--- src/sv/vrap_pkg.sv ---
// constants, tables and widths shared by the rotate-about-point block
`timescale 1ns / 1ps

package vrap_pkg;

  // parameter defaults
  localparam int COORD_WIDTH_DEF    = 32;
  localparam int ROTATION_STEPS_DEF = 18;

  // fixed field and datapath widths
  localparam int ANGLE_W = 18;
  localparam int TRIG_W  = 33;
  localparam int Z_W     = 33;

  // angle units: 1/256 degree
  localparam int FULL_TURN    = 92160;
  localparam int HALF_TURN    = 46080;
  localparam int QUARTER_TURN = 23040;

  // units to Q2.30 radians, scaled by 2^8
  localparam int UNITS_TO_RAD_Q38 = 18740330;
  localparam int UNITS_RAD_W      = 25;

  // 1/gain of the cordic in Q2.30
  localparam int INV_GAIN_Q30 = 652032874;

  // atan(2^-i) in Q2.30, truncated
  localparam logic [31:0] ATAN_Q30 [32] = '{
    32'd843314856, 32'd497837829, 32'd263043836, 32'd133525158,
    32'd67021686,  32'd33543515,  32'd16775850,  32'd8388437,
    32'd4194282,   32'd2097149,   32'd1048575,   32'd524287,
    32'd262143,    32'd131071,    32'd65535,     32'd32767,
    32'd16383,     32'd8191,      32'd4095,      32'd2047,
    32'd1023,      32'd511,       32'd255,       32'd127,
    32'd63,        32'd31,        32'd15,        32'd7,
    32'd3,         32'd1,         32'd0,         32'd0
  };

endpackage

--- src/sv/vrap_prep.sv ---
// front pipeline: offset from centre, angle reduction and conversion to radians
`timescale 1ns / 1ps

module vrap_prep #(
  parameter int COORD_WIDTH = vrap_pkg::COORD_WIDTH_DEF
) (
  input  logic                                clk_i,
  input  logic                                rst_ni,
  input  logic                                in_valid_i,
  output logic                                in_ready_o,
  input  logic signed [COORD_WIDTH-1:0]       point_x_i,
  input  logic signed [COORD_WIDTH-1:0]       point_y_i,
  input  logic signed [COORD_WIDTH-1:0]       center_x_i,
  input  logic signed [COORD_WIDTH-1:0]       center_y_i,
  input  logic signed [vrap_pkg::ANGLE_W-1:0] angle_units_i,
  input  logic                                turn_clockwise_i,
  output logic                                out_valid_o,
  input  logic                                out_ready_i,
  output logic signed [COORD_WIDTH:0]         dx_o,
  output logic signed [COORD_WIDTH:0]         dy_o,
  output logic signed [COORD_WIDTH-1:0]       cx_o,
  output logic signed [COORD_WIDTH-1:0]       cy_o,
  output logic                                flip_o,
  output logic signed [vrap_pkg::Z_W-1:0]     z_o
);
  import vrap_pkg::*;

  localparam int NST   = 4;
  localparam int DW    = COORD_WIDTH + 1;
  localparam int AN_W  = ANGLE_W + 1;
  localparam int R_W   = 16;
  localparam int MAG_W = R_W - 1;
  localparam int P_W   = MAG_W + UNITS_RAD_W;

  localparam logic signed [AN_W-1:0] FULL_A    = AN_W'(FULL_TURN);
  localparam logic signed [AN_W-1:0] HALF_A    = AN_W'(HALF_TURN);
  localparam logic signed [AN_W-1:0] QUARTER_A = AN_W'(QUARTER_TURN);
  localparam logic [P_W-1:0]         UNITS_P   = P_W'(UNITS_TO_RAD_Q38);
  localparam logic [P_W-1:0]         HALF_LSB  = P_W'(128);

  logic [NST-1:0] v_q, v_d, rdy;

  logic signed [DW-1:0]          dx_q [NST];
  logic signed [DW-1:0]          dy_q [NST];
  logic signed [COORD_WIDTH-1:0] cx_q [NST];
  logic signed [COORD_WIDTH-1:0] cy_q [NST];

  logic signed [DW-1:0]   dx_d, dy_d;
  logic signed [AN_W-1:0] a_ext, an_d, an_s0_q;
  logic signed [AN_W-1:0] red, fold;
  logic signed [R_W-1:0]  r_d, r_s1_q;
  logic                   flip_d, flip_s1_q, flip_s2_q, flip_s3_q;
  logic signed [R_W-1:0]  r_abs;
  logic [MAG_W-1:0]       mag;
  logic [P_W-1:0]         prod_d, prod_s2_q;
  logic                   neg_s2_q;
  logic signed [Z_W-1:0]  zm, z_d, z_s3_q;

  // stage ready: a stage takes a beat when empty or when it empties itself
  for (genvar k = 0; k < NST - 1; k++) begin : g_rdy
    assign rdy[k] = !v_q[k] || rdy[k+1];
  end
  assign rdy[NST-1] = !v_q[NST-1] || out_ready_i;
  assign v_d        = (rdy & {v_q[NST-2:0], in_valid_i}) | (~rdy & v_q);

  always_ff @(posedge clk_i or negedge rst_ni) begin
    if (!rst_ni) begin
      v_q <= '0;
    end else begin
      v_q <= v_d;
    end
  end

  // stage 0: offsets at full width, direction applied to the angle
  always_comb begin
    dx_d  = {point_x_i[COORD_WIDTH-1], point_x_i} - {center_x_i[COORD_WIDTH-1], center_x_i};
    dy_d  = {point_y_i[COORD_WIDTH-1], point_y_i} - {center_y_i[COORD_WIDTH-1], center_y_i};
    a_ext = {angle_units_i[ANGLE_W-1], angle_units_i};
    an_d  = turn_clockwise_i ? a_ext : -a_ext;
  end

  // stage 1: reduce into one turn, then fold into a half turn
  always_comb begin
    if (an_s0_q >= HALF_A) begin
      red = an_s0_q - FULL_A;
    end else if (an_s0_q < -HALF_A) begin
      red = an_s0_q + FULL_A;
    end else begin
      red = an_s0_q;
    end
    flip_d = 1'b0;
    fold   = red;
    if (red > QUARTER_A) begin
      fold   = red - HALF_A;
      flip_d = 1'b1;
    end else if (red < -QUARTER_A) begin
      fold   = red + HALF_A;
      flip_d = 1'b1;
    end
    r_d = signed'(fold[R_W-1:0]);
  end

  // stage 2: magnitude times the radian scale, rounding half up
  always_comb begin
    r_abs  = r_s1_q[R_W-1] ? -r_s1_q : r_s1_q;
    mag    = r_abs[MAG_W-1:0];
    prod_d = P_W'(mag) * UNITS_P + HALF_LSB;
  end

  // stage 3: scale down and restore the sign
  always_comb begin
    zm  = signed'({{(Z_W - (P_W - 8)){1'b0}}, prod_s2_q[P_W-1:8]});
    z_d = neg_s2_q ? -zm : zm;
  end

  always_ff @(posedge clk_i) begin
    if (rdy[0]) begin
      dx_q[0] <= dx_d;
      dy_q[0] <= dy_d;
      cx_q[0] <= center_x_i;
      cy_q[0] <= center_y_i;
      an_s0_q <= an_d;
    end
    if (rdy[1]) begin
      r_s1_q    <= r_d;
      flip_s1_q <= flip_d;
    end
    if (rdy[2]) begin
      prod_s2_q <= prod_d;
      neg_s2_q  <= r_s1_q[R_W-1];
      flip_s2_q <= flip_s1_q;
    end
    if (rdy[3]) begin
      z_s3_q    <= z_d;
      flip_s3_q <= flip_s2_q;
    end
  end

  // coordinate payload rides alongside
  for (genvar k = 1; k < NST; k++) begin : g_pay
    always_ff @(posedge clk_i) begin
      if (rdy[k]) begin
        dx_q[k] <= dx_q[k-1];
        dy_q[k] <= dy_q[k-1];
        cx_q[k] <= cx_q[k-1];
        cy_q[k] <= cy_q[k-1];
      end
    end
  end

  assign in_ready_o  = rdy[0];
  assign out_valid_o = v_q[NST-1];
  assign dx_o        = dx_q[NST-1];
  assign dy_o        = dy_q[NST-1];
  assign cx_o        = cx_q[NST-1];
  assign cy_o        = cy_q[NST-1];
  assign flip_o      = flip_s3_q;
  assign z_o         = z_s3_q;

endmodule

--- config.mk ---
export PLATFORM = sky130hd
export DESIGN_NAME = vrap_prep
export DESIGN_NICKNAME = d
export VERILOG_FILES = /design/src/sv/vrap_pkg.sv /design/src/sv/vrap_prep.sv
export SDC_FILE = /design/constraint.sdc
export NUM_CORES = 1
export LEC_CHECK = 0
export ABC_AREA = 1
export BUFFER_PORTS_ARGS = -buffer_cell sky130_fd_sc_hd__buf_2
export CORE_MARGIN = 2
export CORE_UTILIZATION = 64
export CTS_CLUSTER_DIAMETER = 60
export DETAILED_ROUTE_END_ITERATION = 12
export PLACE_DENSITY_LB_ADDON = 0.05
export SETUP_SLACK_MARGIN = 0.02
export SYNTH_ARGS = -nofsm -noshare
export SYNTH_HDL_FRONTEND = slang
export SYNTH_SLANG_ARGS = --single-unit
--- constraint.sdc ---
create_clock -name clk_i -period 29.1 [get_ports clk_i]
set_input_delay 5.82 -clock clk_i [delete_from_list [all_inputs] [get_ports clk_i]]
set_output_delay 5.82 -clock clk_i [all_outputs]
set_load 0.01 [all_outputs]
### Word-level counts from Yosys, hierarchy flattened

Memory sizes are Yosys's and may differ from the RTL's.
Cells that the tools add are included.

* memories kept: 4
* output and inout port bits: 166
* memory bits (writable): 520
* word-level logic and storage cells: 57
* register bits after elaboration: 116

* bitwise logic cells: 4
* add/sub/neg operators: 10
* multipliers: 1
* order comparisons: 4
* mux-type cells: 16
* reductions and logical operators: 8

Memory list
* dx_q: depth 4, bits a word 33, read ports 4, clocked after memory_dff 0, write ports 4, line vrap_prep.sv:43 `logic signed [DW-1:0] dx_q [NST];`
* dy_q: depth 4, bits a word 33, read ports 4, clocked after memory_dff 0, write ports 4, line vrap_prep.sv:44 `logic signed [DW-1:0] dy_q [NST];`
* cx_q: depth 4, bits a word 32, read ports 4, clocked after memory_dff 0, write ports 4, line vrap_prep.sv:45 `logic signed [COORD_WIDTH-1:0] cx_q [NST];`
* cy_q: depth 4, bits a word 32, read ports 4, clocked after memory_dff 0, write ports 4, line vrap_prep.sv:46 `logic signed [COORD_WIDTH-1:0] cy_q [NST];`

Operators with widths (number)
* $sub A32 B32 Y33: 2
* $mux W19: 3
* $add A40 B8 Y40 const B: 1
* $mul A15 B24 Y39 const B: 1
* $neg A32 Y33: 1
* $mux W16: 2
* $mux W32: 1
* $add A19 B18 Y19 const B: 1
* $ge A19 B17 Y1 const B: 1
* $gt A19 B16 Y1 const B: 1
* $lt A19 B16 Y1 const B: 1
* $lt A19 B17 Y1 const B: 1
* $neg A18 Y19: 1
* $sub A19 B18 Y19 const B: 1
* $add A16 B16 Y16 const B: 1
* $sub A16 B16 Y16 const B: 1
* $mux W15: 1
* $neg A15 Y15: 1
* $mux W1: 9
* $and A4 B4 Y4: 2
* $logic_not A1 Y1: 4
* $logic_or A1 B1 Y1: 4
* $not A4 Y4: 1
* $or A4 B4 Y4: 1

### Depth between registers and ports, before layout

* depth after elaboration: 8
* gate-level depth with buffers: 40
* depth with buffers taken out: 40

### Worst setup path before layout

No wires, ideal clock.

* path type: input to output
* start point: input port out_ready_i
* end point: output port in_ready_o
* stages: 6
* path slack: 7.276 ns
* data required time: 23.280 ns
* data arrival time: 16.004 ns
* buffers on the path: 0
* cell sequence: nor2_1 -> inv_1 -> nor2_1 -> inv_1 -> nor2_1 -> nand2_1

* word-level cells in the longest chain between the ends: 4

Ends and longest elaborated chain
* start: declaration: line vrap_prep.sv:18 `input logic out_ready_i,`
* $logic_or A1 B1 Y1: line vrap_prep.sv:63 `assign rdy[NST-1] = !v_q[NST-1] || out_ready_i;`
* named net rdy[3]: line vrap_prep.sv:41 `logic [NST-1:0] v_q, v_d, rdy;`
* $logic_or A1 B1 Y1: line vrap_prep.sv:61 `assign rdy[k] = !v_q[k] || rdy[k+1];`
* named net rdy[2]: line vrap_prep.sv:41
* $logic_or A1 B1 Y1 (2 in series): line vrap_prep.sv:61
* end: declaration: line vrap_prep.sv:10 `output logic in_ready_o,`

The timed path passes the listed nets, and every way through them passes these cells.

### Worst setup path after layout

Same ends and word-level chain as after synthesis.

==> run summary <==
• 0 — post-CTS setup buffer count
• 4 — crit path buf inv count
• 33 — R2R depth
• output port — kind of end point of the critical path
• 316 — IO Port Bufs
• sky130_fd_sc_hd__edfxtp_1 — cell with the most instances after synthesis
• buffers and inverters — family with the most delay on the worst path
• 0 ns — Sum Neg Setup Slack
• dx_q[1][11] — min-delay src
• 19.4 um — final routed wire length divided by cell count
• 0.972 — RD Place Congestion
• in -> out — type of the worst setup path
• r_s1_q[0] — worst flop-to-flop path startpoint
• 8.53 ns — data arrival time of the critical path
• 3,390 — total of fill cells in the finished design
• 3,748 — Layout Nets
• 624 — count of flip-flops with a built-in enable after synthesis
• 69.7 MHz — Fmax achieved
• 23.28 ns — required time reported for the critical path endpoint
• 2,892 — cell count after synthesis
• 0.69 ns — maximum single-stage delay on the critical path
• 0 — number of hold-slack violations in the final timing report
• 0.0120 mm2 — area taken by multi-input logic gates
• 22,000 — via count
• 3,371 — syn nets
• 0 — # DRC
• 3 — maximum clock path buffer count
• 1.18 ns — Least-Margin Pin Slew
• 64.4% — effective utilization at floorplan
• 231 um — die width
• dx_q[2][11] — Hold Crit Endpoint
• false — unrepaired setup endpoints after global routing
• 20.4% — Slew Limit Headroom
• 92 — pin count of the biggest net entering global routing
• 45 — Netlist cell types
• 0.0329 mm2 — post-synthesis instance area
• 0 — number of maximum-capacitance constraint violations
• 0.63 ns — clock insertion delay at the later pin of the skew report
• 5.47 — post-DR vias/cell
• 120,000 um — global-route wire length before repair
• sky130_fd_sc_hd__nor2_1 — most prevalent standard cell on the critical path
• 2 — H-Tree Depth
• 14.35 ns — shortest period the worst path allows
• 49.3% — final cycle utilization of the critical path
• 6 — number of optimization iterations in the first detailed-route pass
• 0 — post-detailed-route count of antenna-violating nets
• 15.2% — fraction of layout cells with a size suffix above 1
• finished, final reports clean — outcome
• sky130_fd_sc_hd__edfxtp_1 — cell accounting for the most synthesized area
• 77,900 um — wire length after detailed routing
• 0.0532 mm2 — Total Die Area
• yes — TritonCTS clock tree
• 11.4 um2 — post-synthesis area per instance
• 0.0511 mm2 — Core Region
• prod_s2_q[26] — FF-to-FF End
• 0 — global route total overflow
• 20.60 ns — minimum setup slack among reg-to-reg paths
• 317 — number of I/O pins
• 0 — setup violators final
• 628 — TritonCTS sink count
• reg -> reg — Hold Path Class
• 0 — number of max-slew violations in the final report
• 0.06 ns — CTS clk-pin slew, worst paths
• 29 — number of antenna violations at the first check in global routing
• 29.5% — global-route usage over all layers
• 231 um — Die Span Y
• 0.0444 ns — final clock skew
• sky130_fd_sc_hd__inv_6 — worst-path cell with the longest stage delay
• sky130_fd_sc_hd__edfxtp_1 (57%), sky130_fd_sc_hd__ha_1 (8.0%), sky130_fd_sc_hd__fa_1 (7.1%) — leading post-synthesis cells by cell area
• 22,000 — number of global-route vias before repair
• 0 — Yosys Warn Count
• buf_2 > nor2_1 > inv_6 > nor2_1 > inv_6 > nor2_1 > nand2_4 > buf_2 — critical-path cell list
• 1,950 — DRC violation total after the first TritonRoute iteration
• sky130_fd_sc_hd__edfxtp_1 — top_reg_cell synth
• 628 — number of synthesized register bits
• 91 — critical-path maximum fanout
• 0 — CTS hold repair buffers
• sky130_fd_sc_hd__clkbuf_16 — CTS root buf
• sky130_fd_sc_hd__edfxtp_1 (624), sky130_fd_sc_hd__nand2_1 (541), sky130_fd_sc_hd__inv_1 (529) — Commonest cells post-synth
• 57.0% — share of the synthesized area in the top cell type
• 59,000 um — half-perimeter wire length after placement
• primary input — CP startpoint kind
• 60 — clock buffers created by TritonCTS
• 0 — depth of the worst hold-timing path
• 14.3% — layout overhead on the synthesized area
• 0.0188 mm2 — area of all sequential standard cells
• 57.3% — sequential-to-total area share from yosys stat
• 83 — # rows
• 0 — PostCTS Resize Cnt
• 0.637% — proportion of synthesized flip-flops having asynchronous set or reset
-- final cells by class --
type / instances / area share [%]
multi-input combinational: 1716 / 31.9
tap: 680 / 2.26
sequential: 628 / 50.1
inverter: 539 / 5.42
clock inverter: 46 / 1.67
timing repair buffer: 324 / 4.37
clock buffer: 68 / 4.13
antenna: 16 / 0.106
-- cells in the final DEF, fill, tap and decap left out, types with 4 or more instances in the layout --
cell	n
sky130_fd_sc_hd__edfxtp_1	624
sky130_fd_sc_hd__nand2_1	540
sky130_fd_sc_hd__inv_1	526
sky130_fd_sc_hd__buf_2	316
sky130_fd_sc_hd__ha_1	211
sky130_fd_sc_hd__nor2_1	188
sky130_fd_sc_hd__a21oi_1	119
sky130_fd_sc_hd__fa_1	117
sky130_fd_sc_hd__nand3_1	109
sky130_fd_sc_hd__xor2_1	107
sky130_fd_sc_hd__o21ai_0	77
sky130_fd_sc_hd__clkbuf_16	61
sky130_fd_sc_hd__xnor2_1	46
sky130_fd_sc_hd__nand4_1	30
sky130_fd_sc_hd__nor3_1	27
sky130_fd_sc_hd__nand2_2	22
sky130_fd_sc_hd__diode_2	16
sky130_fd_sc_hd__nor2_2	14
sky130_fd_sc_hd__bufinv_16	14
sky130_fd_sc_hd__nand3b_1	13
sky130_fd_sc_hd__clkinv_2	12
sky130_fd_sc_hd__or2_2	11
sky130_fd_sc_hd__a21o_1	11
sky130_fd_sc_hd__clkinv_1	11
sky130_fd_sc_hd__nor4_1	10
sky130_fd_sc_hd__inv_2	10
sky130_fd_sc_hd__buf_4	8
sky130_fd_sc_hd__nor3_2	7
sky130_fd_sc_hd__o21bai_1	7
sky130_fd_sc_hd__nand3_2	7
sky130_fd_sc_hd__clkbuf_1	7
sky130_fd_sc_hd__a21boi_0	6
sky130_fd_sc_hd__o211ai_1	6
sky130_fd_sc_hd__a31oi_1	5
sky130_fd_sc_hd__clkinvlp_4	5
sky130_fd_sc_hd__o31ai_1	4
sky130_fd_sc_hd__xor2_2	4
sky130_fd_sc_hd__inv_6	4
sky130_fd_sc_hd__dfrtp_1	4
-- kinds of logic after synthesis --
kind of cell             count (synthesis)  synth area share [%]
AND/OR/NAND/NOR                        986                  13.0
flip-flops                             628                  57.3
buffers and inverters                  548                  6.26
adder cells (fa/ha/maj)                328                  15.1
AO/OA/AOI/OAI                          245                  4.07
XOR/XNOR                               157                  4.27
-- worst max-delay path by stage --
| stage | from | end | slack [ns] | cells past startpoint |
|---|---|---|---|---|
| 5_1_grt | out_ready_i | in_ready_o | 14.54 | 8 |
| 3_5_place_dp | out_ready_i | in_ready_o | 14.75 | 8 |
| 6_report | out_ready_i | in_ready_o | 14.75 | 8 |
| 3_3_place_gp | out_ready_i | in_ready_o | 14.84 | 8 |
| 4_1_cts | out_ready_i | in_ready_o | 14.72 | 8 |
| 2_1_floorplan | out_ready_i | in_ready_o | 7.28 | 6 |
-- sequential cells by signal, summed over array words and instances, names as in the netlist, named ones only --
signal	count
dx_q	132
cy_q	128
r_s1_q	16
flip_o	1
neg_s2_q	1
cx_q	128
an_s0_q	19
z_o	33
flip_s1_q	1
flip_s2_q	1
prod_s2_q	32
dy_q	132
-- routing by layer --
| metal | part of all wire (%) | vias up | GRT usage, % | wire length (um) |
|---|---|---|---|---|
| met5 | 0.14 | - | 0 | 111 |
| met4 | 3.8 | 18 | 10.3 | 2930 |
| met3 | 8.6 | 201 | 7.29 | 6730 |
| met2 | 47 | 913 | 48.3 | 36800 |
| met1 | 40 | 10500 | 38.8 | 31300 |
| li1 | - | 10400 | - | - |
-- per-stage QoR --
step	utilization (%)	hold WS, ns	worst slack [ns]	instances	instance area (um2)
after CTS	73.5	0.372	14.72	4001	37600
after global placement	69.2	0.400	14.84	3887	35400
after floorplan	-	0.400	7.28	2892	32900
final	73.6	0.379	14.75	4017	37600
after detailed placement	69.2	0.405	14.75	3887	35400
after global routing	73.6	0.377	14.54	4011	37600
Power is not shown: default switching activity piles up to over one toggle a cycle in this logic, so the estimate is an artifact.
