### config.mk
export PLATFORM = sky130hd
export DESIGN_NAME = vrap_cell
export DESIGN_NICKNAME = d
export VERILOG_FILES = /design/src/sv/vrap_pkg.sv /design/src/sv/vrap_cell.sv
export SDC_FILE = /design/constraint.sdc
export NUM_CORES = 1
export LEC_CHECK = 0
export BUFFER_PORTS_ARGS = -buffer_cell sky130_fd_sc_hd__buf_2
export CAP_MARGIN = 10
export CORE_AREA = 2 2 180 182
export CTS_BUF_LIST = sky130_fd_sc_hd__clkbuf_4 sky130_fd_sc_hd__clkbuf_8 sky130_fd_sc_hd__clkbuf_16
export DETAILED_ROUTE_END_ITERATION = 8
export DIE_AREA = 0 0 182 184
export HOLD_SLACK_MARGIN = 0.08
export PLACE_DENSITY = 0.71
export SKIP_CTS_REPAIR_TIMING = 1
export SYNTH_ARGS = -nofsm -noshare
export SYNTH_HDL_FRONTEND = slang
export SYNTH_SLANG_ARGS = --single-unit
### constraint.sdc
create_clock -name clk_i -period 7.7 [get_ports clk_i]
set_input_delay 0.77 -clock clk_i [delete_from_list [all_inputs] [get_ports clk_i]]
set_output_delay 0.77 -clock clk_i [all_outputs]
set_load 0.005 [all_outputs]
### src/sv/vrap_pkg.sv
// constants, tables and widths shared by the rotate-about-point block
`timescale 1ns / 1ps

package vrap_pkg;

  // parameter defaults
  localparam int COORD_WIDTH_DEF    = 32;
  localparam int ROTATION_STEPS_DEF = 18;

  // fixed field and datapath widths
  localparam int ANGLE_W = 18;
  localparam int TRIG_W  = 33;
  localparam int Z_W     = 33;

  // angle units: 1/256 degree
  localparam int FULL_TURN    = 92160;
  localparam int HALF_TURN    = 46080;
  localparam int QUARTER_TURN = 23040;

  // units to Q2.30 radians, scaled by 2^8
  localparam int UNITS_TO_RAD_Q38 = 18740330;
  localparam int UNITS_RAD_W      = 25;

  // 1/gain of the cordic in Q2.30
  localparam int INV_GAIN_Q30 = 652032874;

  // atan(2^-i) in Q2.30, truncated
  localparam logic [31:0] ATAN_Q30 [32] = '{
    32'd843314856, 32'd497837829, 32'd263043836, 32'd133525158,
    32'd67021686,  32'd33543515,  32'd16775850,  32'd8388437,
    32'd4194282,   32'd2097149,   32'd1048575,   32'd524287,
    32'd262143,    32'd131071,    32'd65535,     32'd32767,
    32'd16383,     32'd8191,      32'd4095,      32'd2047,
    32'd1023,      32'd511,       32'd255,       32'd127,
    32'd63,        32'd31,        32'd15,        32'd7,
    32'd3,         32'd1,         32'd0,         32'd0
  };

endpackage

### src/sv/vrap_cell.sv
// one cordic rotation step, holding its vector, residual angle and payload
`timescale 1ns / 1ps

module vrap_cell #(
  parameter int STEP        = 0,
  parameter int COORD_WIDTH = vrap_pkg::COORD_WIDTH_DEF
) (
  input  logic                               clk_i,
  input  logic                               rst_ni,
  input  logic                               in_valid_i,
  output logic                               in_ready_o,
  input  logic signed [vrap_pkg::TRIG_W-1:0] x_i,
  input  logic signed [vrap_pkg::TRIG_W-1:0] y_i,
  input  logic signed [vrap_pkg::Z_W-1:0]    z_i,
  input  logic signed [COORD_WIDTH:0]        dx_i,
  input  logic signed [COORD_WIDTH:0]        dy_i,
  input  logic signed [COORD_WIDTH-1:0]      cx_i,
  input  logic signed [COORD_WIDTH-1:0]      cy_i,
  input  logic                               flip_i,
  output logic                               out_valid_o,
  input  logic                               out_ready_i,
  output logic signed [vrap_pkg::TRIG_W-1:0] x_o,
  output logic signed [vrap_pkg::TRIG_W-1:0] y_o,
  output logic signed [vrap_pkg::Z_W-1:0]    z_o,
  output logic signed [COORD_WIDTH:0]        dx_o,
  output logic signed [COORD_WIDTH:0]        dy_o,
  output logic signed [COORD_WIDTH-1:0]      cx_o,
  output logic signed [COORD_WIDTH-1:0]      cy_o,
  output logic                               flip_o
);
  import vrap_pkg::*;

  localparam logic signed [Z_W-1:0] ATAN_K = signed'({{(Z_W - 32){1'b0}}, ATAN_Q30[STEP]});

  logic                       valid_q, ready;
  logic signed [TRIG_W-1:0]   xs, ys, x_d, y_d, x_q, y_q;
  logic signed [Z_W-1:0]      z_d, z_q;
  logic signed [COORD_WIDTH:0]   dx_q, dy_q;
  logic signed [COORD_WIDTH-1:0] cx_q, cy_q;
  logic                       flip_q;

  assign ready = !valid_q || out_ready_i;

  // micro-rotation towards zero residual angle
  always_comb begin
    xs = x_i >>> STEP;
    ys = y_i >>> STEP;
    if (!z_i[Z_W-1]) begin
      x_d = x_i - ys;
      y_d = y_i + xs;
      z_d = z_i - ATAN_K;
    end else begin
      x_d = x_i + ys;
      y_d = y_i - xs;
      z_d = z_i + ATAN_K;
    end
  end

  always_ff @(posedge clk_i or negedge rst_ni) begin
    if (!rst_ni) begin
      valid_q <= 1'b0;
    end else if (ready) begin
      valid_q <= in_valid_i;
    end
  end

  always_ff @(posedge clk_i) begin
    if (ready) begin
      x_q    <= x_d;
      y_q    <= y_d;
      z_q    <= z_d;
      dx_q   <= dx_i;
      dy_q   <= dy_i;
      cx_q   <= cx_i;
      cy_q   <= cy_i;
      flip_q <= flip_i;
    end
  end

  assign in_ready_o  = ready;
  assign out_valid_o = valid_q;
  assign x_o         = x_q;
  assign y_o         = y_q;
  assign z_o         = z_q;
  assign dx_o        = dx_q;
  assign dy_o        = dy_q;
  assign cx_o        = cx_q;
  assign cy_o        = cy_q;
  assign flip_o      = flip_q;

endmodule

Word level (Yosys, flattened, before mapping)

Index checks and enable logic that the tools add are counted.

Input port bits: 234
Word-level logic and storage cells: 19
Flip-flop bits (word level): 231
Output and inout port bits: 232

Muxes and demuxes: 3
Reduce and logical (&&, ||, !) cells: 2
Add/sub/neg operators: 5

Operators with widths:

| operator                                                              | count |
|---|---|
| 33-bit two-way mux                                                    | 3 |
| 33-bit subtractor                                                     | 2 |
| 33-bit by 31-bit adder with 33-bit output, second input constant      | 1 |
| 33-bit adder                                                          | 1 |
| 33-bit by 31-bit subtractor with 33-bit output, second input constant | 1 |
| 1-bit zero test                                                       | 1 |
| 1-bit logical OR                                                      | 1 |

Depth between registers and ports, before layout

Gate-level depths: netlist (run 1).

Depth after elaboration: 2
Depth in mapped cells: 14
Depth with buffers taken out: 12

Worst setup path before layout (run 1)

OpenSTA, ideal clock, no wires.

Path kind: input to output
From: in out_ready_i
To: out in_ready_o
Slack: 621 ps
Path buffers: 0
Stages on the path: 1
Arrival: 6309 ps
Data required time: 6930 ps
Cell sequence: nand2b_1

Longest elaborated chain between the ends: 1

Ends and longest elaborated chain:

| element          | RTL line        | RTL |
|---|---|---|
| from (decl)      | vrap_cell.sv:21 | `input logic out_ready_i,` |
| 1-bit logical OR | vrap_cell.sv:42 | `assign ready = !valid_q \|\| out_ready_i;` |
| to (decl)        | vrap_cell.sv:11 | `output logic in_ready_o,` |

No other way between the ends.

Final worst setup path (run 1)

From: in x_i[0] (netlist bit)
To: reg x_q[32] (netlist: x_o[32]) (data pin)

Longest elaborated chain between the ends: 2
Elaborated cells between the ends (all ways): 3
Those cells by class: 2 x add/sub; 1 x mux

Ends and longest elaborated chain:

| element                                           | RTL line                         | RTL |
|---|---|---|
| from (decl)                                       | vrap_cell.sv:12                  | `input logic signed [vrap_pkg::TRIG_W-1:0] x_i,` |
| 33-bit subtractor or 33-bit adder (tied branches) | vrap_cell.sv:49, vrap_cell.sv:53 |  |
| 33-bit two-way mux (*)                            | vrap_cell.sv:48                  | `if (!z_i[Z_W-1]) begin` |
| named net x_d[32]                                 | vrap_cell.sv:36                  | `logic signed [TRIG_W-1:0] xs, ys, x_d, y_d, x_q, y_q;` |
| to (signal assigned)                              | vrap_cell.sv:69                  | `x_q <= x_d;` |
| to (decl)                                         | vrap_cell.sv:36                  |  |

Mark *: on every way through the listed nets, which the timed path passes. The rest lies on a longest branch.
A chain may end at the register's enable or synchronous reset.

==> results of run 1 <==
[cell usage in the layout, fill, tap and decap left out, types with 27 or more instances in the layout]
cell type,n
clkbuf_16,27
ha_1,132
nor2_1,104
xnor2_1,70
buf_2,465
a21oi_1,127
a21o_1,27
o21ai_0,86
nand2_1,58
edfxtp_1,229
inv_1,92
[per-layer routing]
metal	share of wire	vias up	GRT usage
li1	-	5442	-
met1	0.39	5488	0.280
met2	0.51	505	0.433
met3	0.066	79	0.0372
met4	0.036	4	0.0987
met5	0.00075	-	0
[where the power goes]
part	internal, mW	total [mW]	switching, mW
clock	0.765	1.28	0.511
sequential	1.57	1.62	0.0435
combinational	0.359	0.884	0.525
[final timing paths]
check	startpoint	end	slack [ns]
max	x_i[0]	x_o[32]	3.82
min	dx_i[7]	dx_o[7]	0.41
max reg2reg	out_valid_o	z_o[9]	5.67
min reg2reg	out_valid_o	z_o[30]	1.00
max in group asynchronous	rst_ni	out_valid_o	7.07
min in group asynchronous	rst_ni	out_valid_o	0.54
[layout make-up]
class	count	share of cell area
antenna	9	0.00130
clock buffer	32	0.0413
clock inverter	17	0.0104
inverter	99	0.0217
multi-input combinational	870	0.359
sequential	230	0.400
tap	402	0.0291
timing repair buffer	470	0.138
[flip-flops by register name (all words and copies together), names as in the netlist]
signal       cells
dx_o            33
dy_o            33
y_o             33
z_o             33
cx_o            32
cy_o            32
x_o             32
flip_o           1
out_valid_o      1
[stage by stage]
stage	setup slack, ns	hold WS, ns
global route	3.65	0.386
CTS	3.93	-0.0186
floorplan	0.621	0.474
detailed placement	3.37	0.550
global placement	3.47	0.546
finish	3.82	0.407
[critical path, stage by stage]
cell	delay (ns)
buf_2	0.11
inv_1	0.05
ha_1	0.23
fa_1	0.40
nand2b_1	0.19
a2111oi_1	0.75
nor2_1	0.24
o2111ai_1	0.42
nand2_1	0.16
o211a_1	0.29
nor4_1	0.24
o21ai_0	0.15
xor2_1	0.15
[cell families (layout without fill, tap and decap cells)]
family	after synthesis	after routing	synth area share
DFF	230	230	0.505
muxes	16	16	0.0117
other	0	9	0
AOI/OAI and AO/OA	367	367	0.169
adders and majority gates	136	136	0.127
buffers and inverters	146	618	0.0425
xor gates and xnor gates	89	89	0.0570
and+or+nand+nor	262	262	0.0886
==> metrics.cfg, run 1 <==
[global_route]
grt_overflow = 0
grt_max_degree = 140
grt_pass1_vias = 11100
grt_pass1_wl_um = 62000
grt_antenna_before_repair = 10
grt_usage = 0.238

[die]
die_y_um = 184
fp-row-count = 65
die_x_um = 182
ios = 466
start_util = 0.435
die_area_um2 = 33500
core_area_um2 = 31400

[synthesis]
yosys.area.top_type = edfxtp_1
netlist.area_leader.share = 0.503
synth_edf_count = 229
syn_nets = 1616
synthArstFlopShare = 0.00435
seq_area_frac_synth = 0.505
syn_area_per_cell_um2 = 11.0
ys_seq_elements = 230
synth_common_cells = edfxtp_1, ha_1, a21oi_1, nor2_1, inv_1
synth_area_um2 = 13700
yosysMostFrequentCell = edfxtp_1
synth.distinct_cells = 70
yosysWarnings = 0
synthCells = 1246
synth_area_leaders = edfxtp_1, ha_1, a21oi_1
synthFlopType = edfxtp_1

[timing]
setup_viol = 0
worstMarginPinSlew_ns = 0.920
slew_headroom = 0.387
finalCriticalPeriod_ns = 3.88
tns_ns = 0
fin_crit_sh = 0.504
fmax_mhz = 258
hold_viol = 0
rsz0062_at_grt = false
finalMaxSlewViolations = 0
fin_worst_skew_ns = 0.00609

[final_layout]
finalInstanceArea_um2 = 17300
syn_to_final_growth_pct = 26.3
nNetsFinal = 2068
fin_util = 0.550
drive_above_1_share = 0.308
multi_input_area_um2 = 6200
fin_cells = 2129
regArea_um2 = 6900
fill_cells = 2813

[power]
power_mw = 3.78
peakVddDrop_mv = 0.133
p_per_area_nw_per_um2 = 219
p_leak_nw = 7.73

[detailed_routing]
wire_per_inst_um = 20.0
firstDrtPassIters = 5
vias = 11500
post_drt_via_cell_ratio = 5.41
drt_iter0_drc = 865
wl_um = 42500
antenna_left = 0
drcViolationCount = 0

[worst_setup_path]
cp_data_required_time_ns = 7.97
critPathKind = input pin to register
rr_worst_depth = 2
path_max_fanout = 3
crit_arrival_ns = 4.15
start_kind = input pin
worstSetupEndpointType = register

[worst_hold_path]
hold_class = input pin to register
hold-path-cell-count = 1

[outcome]
status = complete, no violations

[placed_design]
dp_hpwl_um = 33300
place_congestion = 0.976
io_buffer_count = 465
dp_cells = 2070
dpl_cell_area_um2 = 16300

[cts]
clock_latency_ns = 0.53
clk_pin_slew_worst_paths_ns = 0.06
root_buffer = clkbuf_16
clock_sinks = 230
cts_made_buffers = 27
cts_tree = done
htreeDepth = 1
cts.path.max_buffers = 3

[run]
drv_cap = 0

No activity file was read; power rests on OpenSTA's default activity.
==> run 2, diff against run 1 <==
==> constraint.sdc (replaced) <==
create_clock -name clk_i -period 4 [get_ports clk_i]
set_input_delay 0.4 -clock clk_i [delete_from_list [all_inputs] [get_ports clk_i]]
set_output_delay 0.4 -clock clk_i [all_outputs]
set_load 0.005 [all_outputs]
==> metrics.cfg, run 2 (synthesized netlist as in run 1, its figures left out) <==
[timing]
fin_worst_skew_ns = 0.00708  ; was 0.00609 ns
finalMaxSlewViolations = 0  ; unchanged
fmax_mhz = 305
rsz0062_at_grt = false  ; unchanged
worstMarginPinSlew_ns = 0.903  ; was 0.920 ns
setup_viol = 0  ; unchanged
slew_headroom = 0.398  ; was 0.387
fin_crit_sh = 0.819
tns_ns = 0  ; unchanged
finalCriticalPeriod_ns = 3.27
hold_viol = 0  ; unchanged

[die]
fp-row-count = 65  ; unchanged
die_y_um = 184  ; unchanged
ios = 466  ; unchanged
die_x_um = 182  ; unchanged
die_area_um2 = 33500  ; unchanged
start_util = 0.435  ; unchanged
core_area_um2 = 31400  ; unchanged

[cts]
htreeDepth = 1  ; unchanged
cts_tree = done  ; unchanged
clock_sinks = 230  ; unchanged
cts.path.max_buffers = 3  ; unchanged
clock_latency_ns = 0.52  ; was 0.53 ns
root_buffer = clkbuf_16  ; unchanged
cts_made_buffers = 25  ; was 27
clk_pin_slew_worst_paths_ns = 0.06  ; about the same

[power]
p_per_area_nw_per_um2 = 395  ; was 219 nW/µm²
p_leak_nw = 8.37  ; was 7.73 nW
power_mw = 7.39  ; was 3.78 mW
peakVddDrop_mv = 0.225  ; was 0.133 mV

[final_layout]
fin_util = 0.596  ; was 0.550
fill_cells = 2600  ; was 2813
regArea_um2 = 6900  ; unchanged
drive_above_1_share = 0.293  ; was 0.308
final_cell_mix = buf_2, edfxtp_1, dlygate4sd3_1, ha_1, a21oi_1  ; was buf_2, edfxtp_1, ha_1, a21oi_1, nor2_1
nNetsFinal = 2220  ; was 2068
finalInstanceArea_um2 = 18700  ; was 17300 µm²
final_common_cell = buf_2  ; unchanged
syn_to_final_growth_pct = 36.9  ; was 26.3%
multi_input_area_um2 = 6200  ; unchanged

[detailed_routing]
wl_um = 45900  ; was 42500 µm
post_drt_via_cell_ratio = 5.40  ; was 5.41
firstDrtPassIters = 5  ; unchanged
vias = 12300  ; was 11.5k
drt_iter0_drc = 1102  ; was 865
wire_per_inst_um = 20.2  ; was 20.0 µm
drcViolationCount = 0  ; unchanged
antenna_left = 0  ; unchanged

[global_route]
grt_pass1_wl_um = 62100  ; was 62000 µm
grt_usage = 0.239  ; was 0.238
grt_pass1_vias = 10900  ; was 11.1k
grt_max_degree = 70  ; was 140
grt_overflow = 0  ; unchanged
grt_antenna_before_repair = 6  ; was 10

[worst_setup_path]
rr_worst_depth = 2  ; unchanged
cp_slowest_cell = or4_1  ; was a2111oi_1
critPathKind = input pin to register  ; unchanged
worstSetupEndpointType = register  ; unchanged
crit_path_frequent_cell = or3_1
crit_chain = buf_2, inv_1, ha_1, or4_1, or3_1, or2_0, a2111oi_1, or3_1, a211o_1, mux2i_1, xor2_1  ; was buf_2, inv_1, ha_1, fa_1, nand2b_1, a2111oi_1, nor2_1, o2111ai_1, nand2_1, o211a_1, nor4_1, o21ai_0, xor2_1
start_kind = input pin  ; unchanged
r2r_start = out_valid_o  ; unchanged
worst_path_largest_cell_delay_ns = 0.61  ; was 0.75 ns
r2r-end = dx_o[7]  ; was z_o[9]
crit_arrival_ns = 3.53  ; was 4.15 ns
reg2reg_slack_ns = 2.10  ; was 5.67 ns
path_max_fanout = 12  ; was 3
cp_data_required_time_ns = 4.26  ; was 7.97 ns
cp-startpoint = x_i[23]  ; was x_i[0]

[worst_hold_path]
hold_end = dx_o[15]  ; was dx_o[7]
hold_class = input pin to register  ; unchanged
hold-path-cell-count = 1  ; unchanged
min_from = dx_i[15]  ; was dx_i[7]

[run]
drv_cap = 0  ; unchanged

[outcome]
status = complete, no violations  ; unchanged

[placed_design]
dp_hpwl_um = 33600  ; was 33300 µm
place_congestion = 0.935  ; was 0.976
dpl_cell_area_um2 = 16500  ; was 16300 µm²
io_buffer_count = 465  ; unchanged

[run 2: report_power, final]
| group | leakage (nW) | total [mW] | internal [mW] | switching, mW |
|---|---|---|---|---|
| Sequential | 2.31 | 3.11 | 3.02 | 0.0900 |
| Clock | 0.416 | 2.41 | 1.44 | 0.977 |
| Combinational | 5.64 | 1.86 | 0.801 | 1.06 |
| Total | 8.37 | 7.39 | 5.26 | 2.13 |
[run 2: metal layers]
| metal | vias up | wire (µm) | GRT usage |
|---|---|---|---|
| li1 | 5748 | - | - |
| met1 | 5770 | 18000 | 0.304 |
| met2 | 638 | 22600 | 0.414 |
| met3 | 129 | 3170 | 0.0347 |
| met4 | 2 | 2080 | 0.0913 |
| met5 | - | 13 | 0 |
[run 2: area by class of cell]
type | count | area share
clock buffer | 29 | 0.0350
clock inverter | 16 | 0.0103
sequential | 230 | 0.369
timing repair buffer | 624 | 0.207
tap | 402 | 0.0269
antenna | 4 | 0.000535
multi-input combinational | 870 | 0.331
inverter | 99 | 0.0200
[run 2: critical path, delay by kind of cell]
family	cells	cell delay (ns)
AO/OA/AOI/OAI	2	0.73
AND/OR/NAND/NOR	4	1.52
adder cells (fa/ha/maj)	1	0.47
multiplexers	1	0.10
XOR/XNOR	1	0.17
buffers and inverters	2	0.14
[run 2: worst max path at each step]
stage	endpoint	slack [ns]	depth (start not counted)
after floorplan	cx_o[0]	0.18	1
final	y_o[31]	0.73	11
after global placement	y_o[31]	0.39	11
after CTS	y_o[31]	0.83	11
after detailed placement	y_o[31]	0.27	11
after global routing	x_o[32]	0.59	13
[run 2: through the flow]
step           instances  setup slack (ns)  hold slack [ns]
2_1_floorplan       1246             0.179            0.104
6_report            2274             0.726            0.104
3_5_place_dp        2091             0.272            0.183
3_3_place_gp        2091             0.386            0.176
4_1_cts             2136             0.831           -0.376
5_1_grt             2274             0.587           0.0866
==> run 3, diff against run 2 <==
==> constraint.sdc (replaced) <==
create_clock -name clk_i -period 3.4 [get_ports clk_i]
set_input_delay 0.34 -clock clk_i [delete_from_list [all_inputs] [get_ports clk_i]]
set_output_delay 0.34 -clock clk_i [all_outputs]
set_load 0.005 [all_outputs]
==> metrics.cfg, run 3 (synthesized netlist as in run 1, its figures left out) <==
[outcome]
status = complete, no violations  ; unchanged

[detailed_routing]
vias = 12400  ; was 12.3k
met3_length_um = 3530  ; was 3170 µm
firstDrtPassIters = 5  ; unchanged
drcViolationCount = 0  ; unchanged
met2_length_um = 23100  ; was 22600 µm
wire_per_inst_um = 20.4  ; was 20.2 µm
highest_layer = met5  ; unchanged
post_drt_via_cell_ratio = 5.38  ; was 5.40
antenna_left = 0  ; unchanged
m1WireLength_um = 18300  ; was 18000 µm
drt_iter0_drc = 1014  ; was 1102
wl_um = 47200  ; was 45900 µm

[timing]
fmax_mhz = 338
finalCriticalPeriod_ns = 2.96
tns_ns = 0  ; unchanged
finalMaxSlewViolations = 0  ; unchanged
fin_worst_skew_ns = 0.00742  ; was 0.00708 ns
setup_viol = 0  ; unchanged
hold_viol = 0  ; unchanged
fin_ws_ns = 0.443  ; was 0.726 ns
fin_crit_sh = 0.870
hold_ws_ns = 0.0924  ; was 0.104 ns
worstMarginPinSlew_ns = 0.689  ; was 0.903 ns
slew_headroom = 0.541  ; was 0.398
rsz0062_at_grt = false  ; unchanged

[worst_setup_path]
crit_chain = buf_2, inv_1, ha_1, nor3_1, nand2_1, a2111oi_2, o211ai_2, a2111oi_1, buf_4, or3_1, a211o_1, mux2i_1, xor2_1  ; was buf_2, inv_1, ha_1, or4_1, or3_1, or2_0, a2111oi_1, or3_1, a211o_1, mux2i_1, xor2_1
rr_worst_depth = 2  ; unchanged
crit_family = compound AO/OA/AOI/OAI gates  ; was simple AND/OR/NAND/NOR gates
crit_arrival_ns = 3.22  ; was 3.53 ns
worst_path_largest_cell_delay_ns = 0.50  ; was 0.61 ns
critPathKind = input pin to register  ; unchanged
r2r-end = dy_o[31]  ; was dx_o[7]
r2r_start = out_valid_o  ; unchanged
reg2reg_slack_ns = 1.63  ; was 2.10 ns
worstSetupEndpointType = register  ; unchanged
path_buf_inv = 3  ; was 2
cp_data_required_time_ns = 3.66  ; was 4.26 ns
cp_slowest_cell = a2111oi_1  ; was or4_1
start_kind = input pin  ; unchanged
path_max_fanout = 3  ; was 12

[power]
p_per_area_nw_per_um2 = 450  ; was 395 nW/µm²
p_switching_mw = 2.53  ; was 2.13 mW
peakVddDrop_mv = 0.280  ; was 0.225 mV
internal_power_mw = 6.00  ; was 5.26 mW
p_leak_nw = 8.51  ; was 8.37 nW
combPwrFrac = 0.263  ; was 0.252
clkPwrFrac = 0.306  ; was 0.326
swShare = 0.297  ; was 0.288
power_frac_seq = 0.431  ; was 0.421

[cts]
cts_tree = done  ; unchanged
clock_latency_ns = 0.53  ; was 0.52 ns
htreeDepth = 1  ; unchanged
cts.path.max_buffers = 3  ; unchanged
clk_pin_slew_worst_paths_ns = 0.06  ; about the same
clock_sinks = 230  ; unchanged
root_buffer = clkbuf_16  ; unchanged
cts_made_buffers = 25  ; unchanged

[die]
core_area_um2 = 31400  ; unchanged
die_x_um = 182  ; unchanged
die_y_um = 184  ; unchanged
fp-row-count = 65  ; unchanged
start_util = 0.435  ; unchanged
ios = 466  ; unchanged
die_area_um2 = 33500  ; unchanged

[global_route]
grt_max_degree = 73  ; was 70
grt_pass1_vias = 11200  ; was 10.9k
grt_overflow = 0  ; unchanged
grt_pass1_wl_um = 63900  ; was 62100 µm
grt_usage = 0.247  ; was 0.239
grt_antenna_before_repair = 9  ; was 6

[final_layout]
multi_input_area_um2 = 6200  ; unchanged
fin_util = 0.603  ; was 0.596
final_common_cell = buf_2  ; unchanged
syn_to_final_growth_pct = 38.5  ; was 36.9%
final_cell_mix = buf_2, edfxtp_1, dlygate4sd3_1, ha_1, a21oi_1  ; unchanged
nNetsFinal = 2259  ; was 2220
drive_above_1_share = 0.305  ; was 0.293
regArea_um2 = 6900  ; unchanged
finalInstanceArea_um2 = 18900  ; was 18700 µm²
fill_cells = 2523  ; was 2600

[worst_hold_path]
min_from = z_i[3]  ; was dx_i[15]
hold_class = input pin to register  ; unchanged
hold-path-cell-count = 2  ; was 1
hold_end = z_o[3]  ; was dx_o[15]

[placed_design]
place_congestion = 0.954  ; was 0.935
io_buffer_count = 465  ; unchanged
dpl_cell_area_um2 = 16800  ; was 16500 µm²
post-place-ws_ns = -0.0158  ; was 0.272 ns
dp_hpwl_um = 34800  ; was 33600 µm

[run]
drv_cap = 0  ; unchanged

==> run 3: final cells by class <==
class | instances | share of cell area
repair buffers | 663 | 0.221
multi-input cells | 870 | 0.327
clock inverters | 15 | 0.00601
well taps | 402 | 0.0266
inverters | 99 | 0.0198
clock buffers | 28 | 0.0342
flip-flops and latches | 230 | 0.365
diodes | 6 | 0.000793
==> run 3: per-layer routing <==
metal,GRT usage,up-vias
li1,-,5817
met1,0.305,5897
met2,0.426,595
met3,0.0390,118
met4,0.112,6
met5,0,-
==> run 3: worst max-delay path by stage <==
stage	start	endpoint	slack, ns	depth (start not counted)
final	x_i[11]	y_o[31]	0.44	13
after global routing	z_i[32]	z_o[31]	0.26	12
after CTS	x_i[0]	x_o[32]	0.51	14
after detailed placement	x_i[0]	x_o[32]	-0.02	14
after global placement	x_i[0]	x_o[32]	0.07	14
after floorplan	z_i[32]	z_o[29]	0.03	13
==> run 3: power groups by stage <==
stage | sequential (mW) | combinational [mW] | clock, mW
6_report | 3.68 | 2.25 | 2.61
5_1_grt | 3.70 | 2.42 | 2.76
4_1_cts | 3.66 | 2.09 | 2.65
3_5_place_dp | 3.72 | 2.07 | 0
3_3_place_gp | 3.72 | 2.06 | 0
2_1_floorplan | 3.76 | 1.05 | 0
==> run 3: through the flow <==
stage          power (mW)  cells
3_5_place_dp         5.79   2128
4_1_cts              8.40   2171
3_3_place_gp         5.77   2128
6_report             8.53   2313
2_1_floorplan        4.81   1246
5_1_grt              8.87   2313
==> run 3: worst reg2reg max path: stages, from the launching register on <==
cell      delay (ns)
dfrtp_1         0.41
nand2b_4        0.53
buf_12          0.42
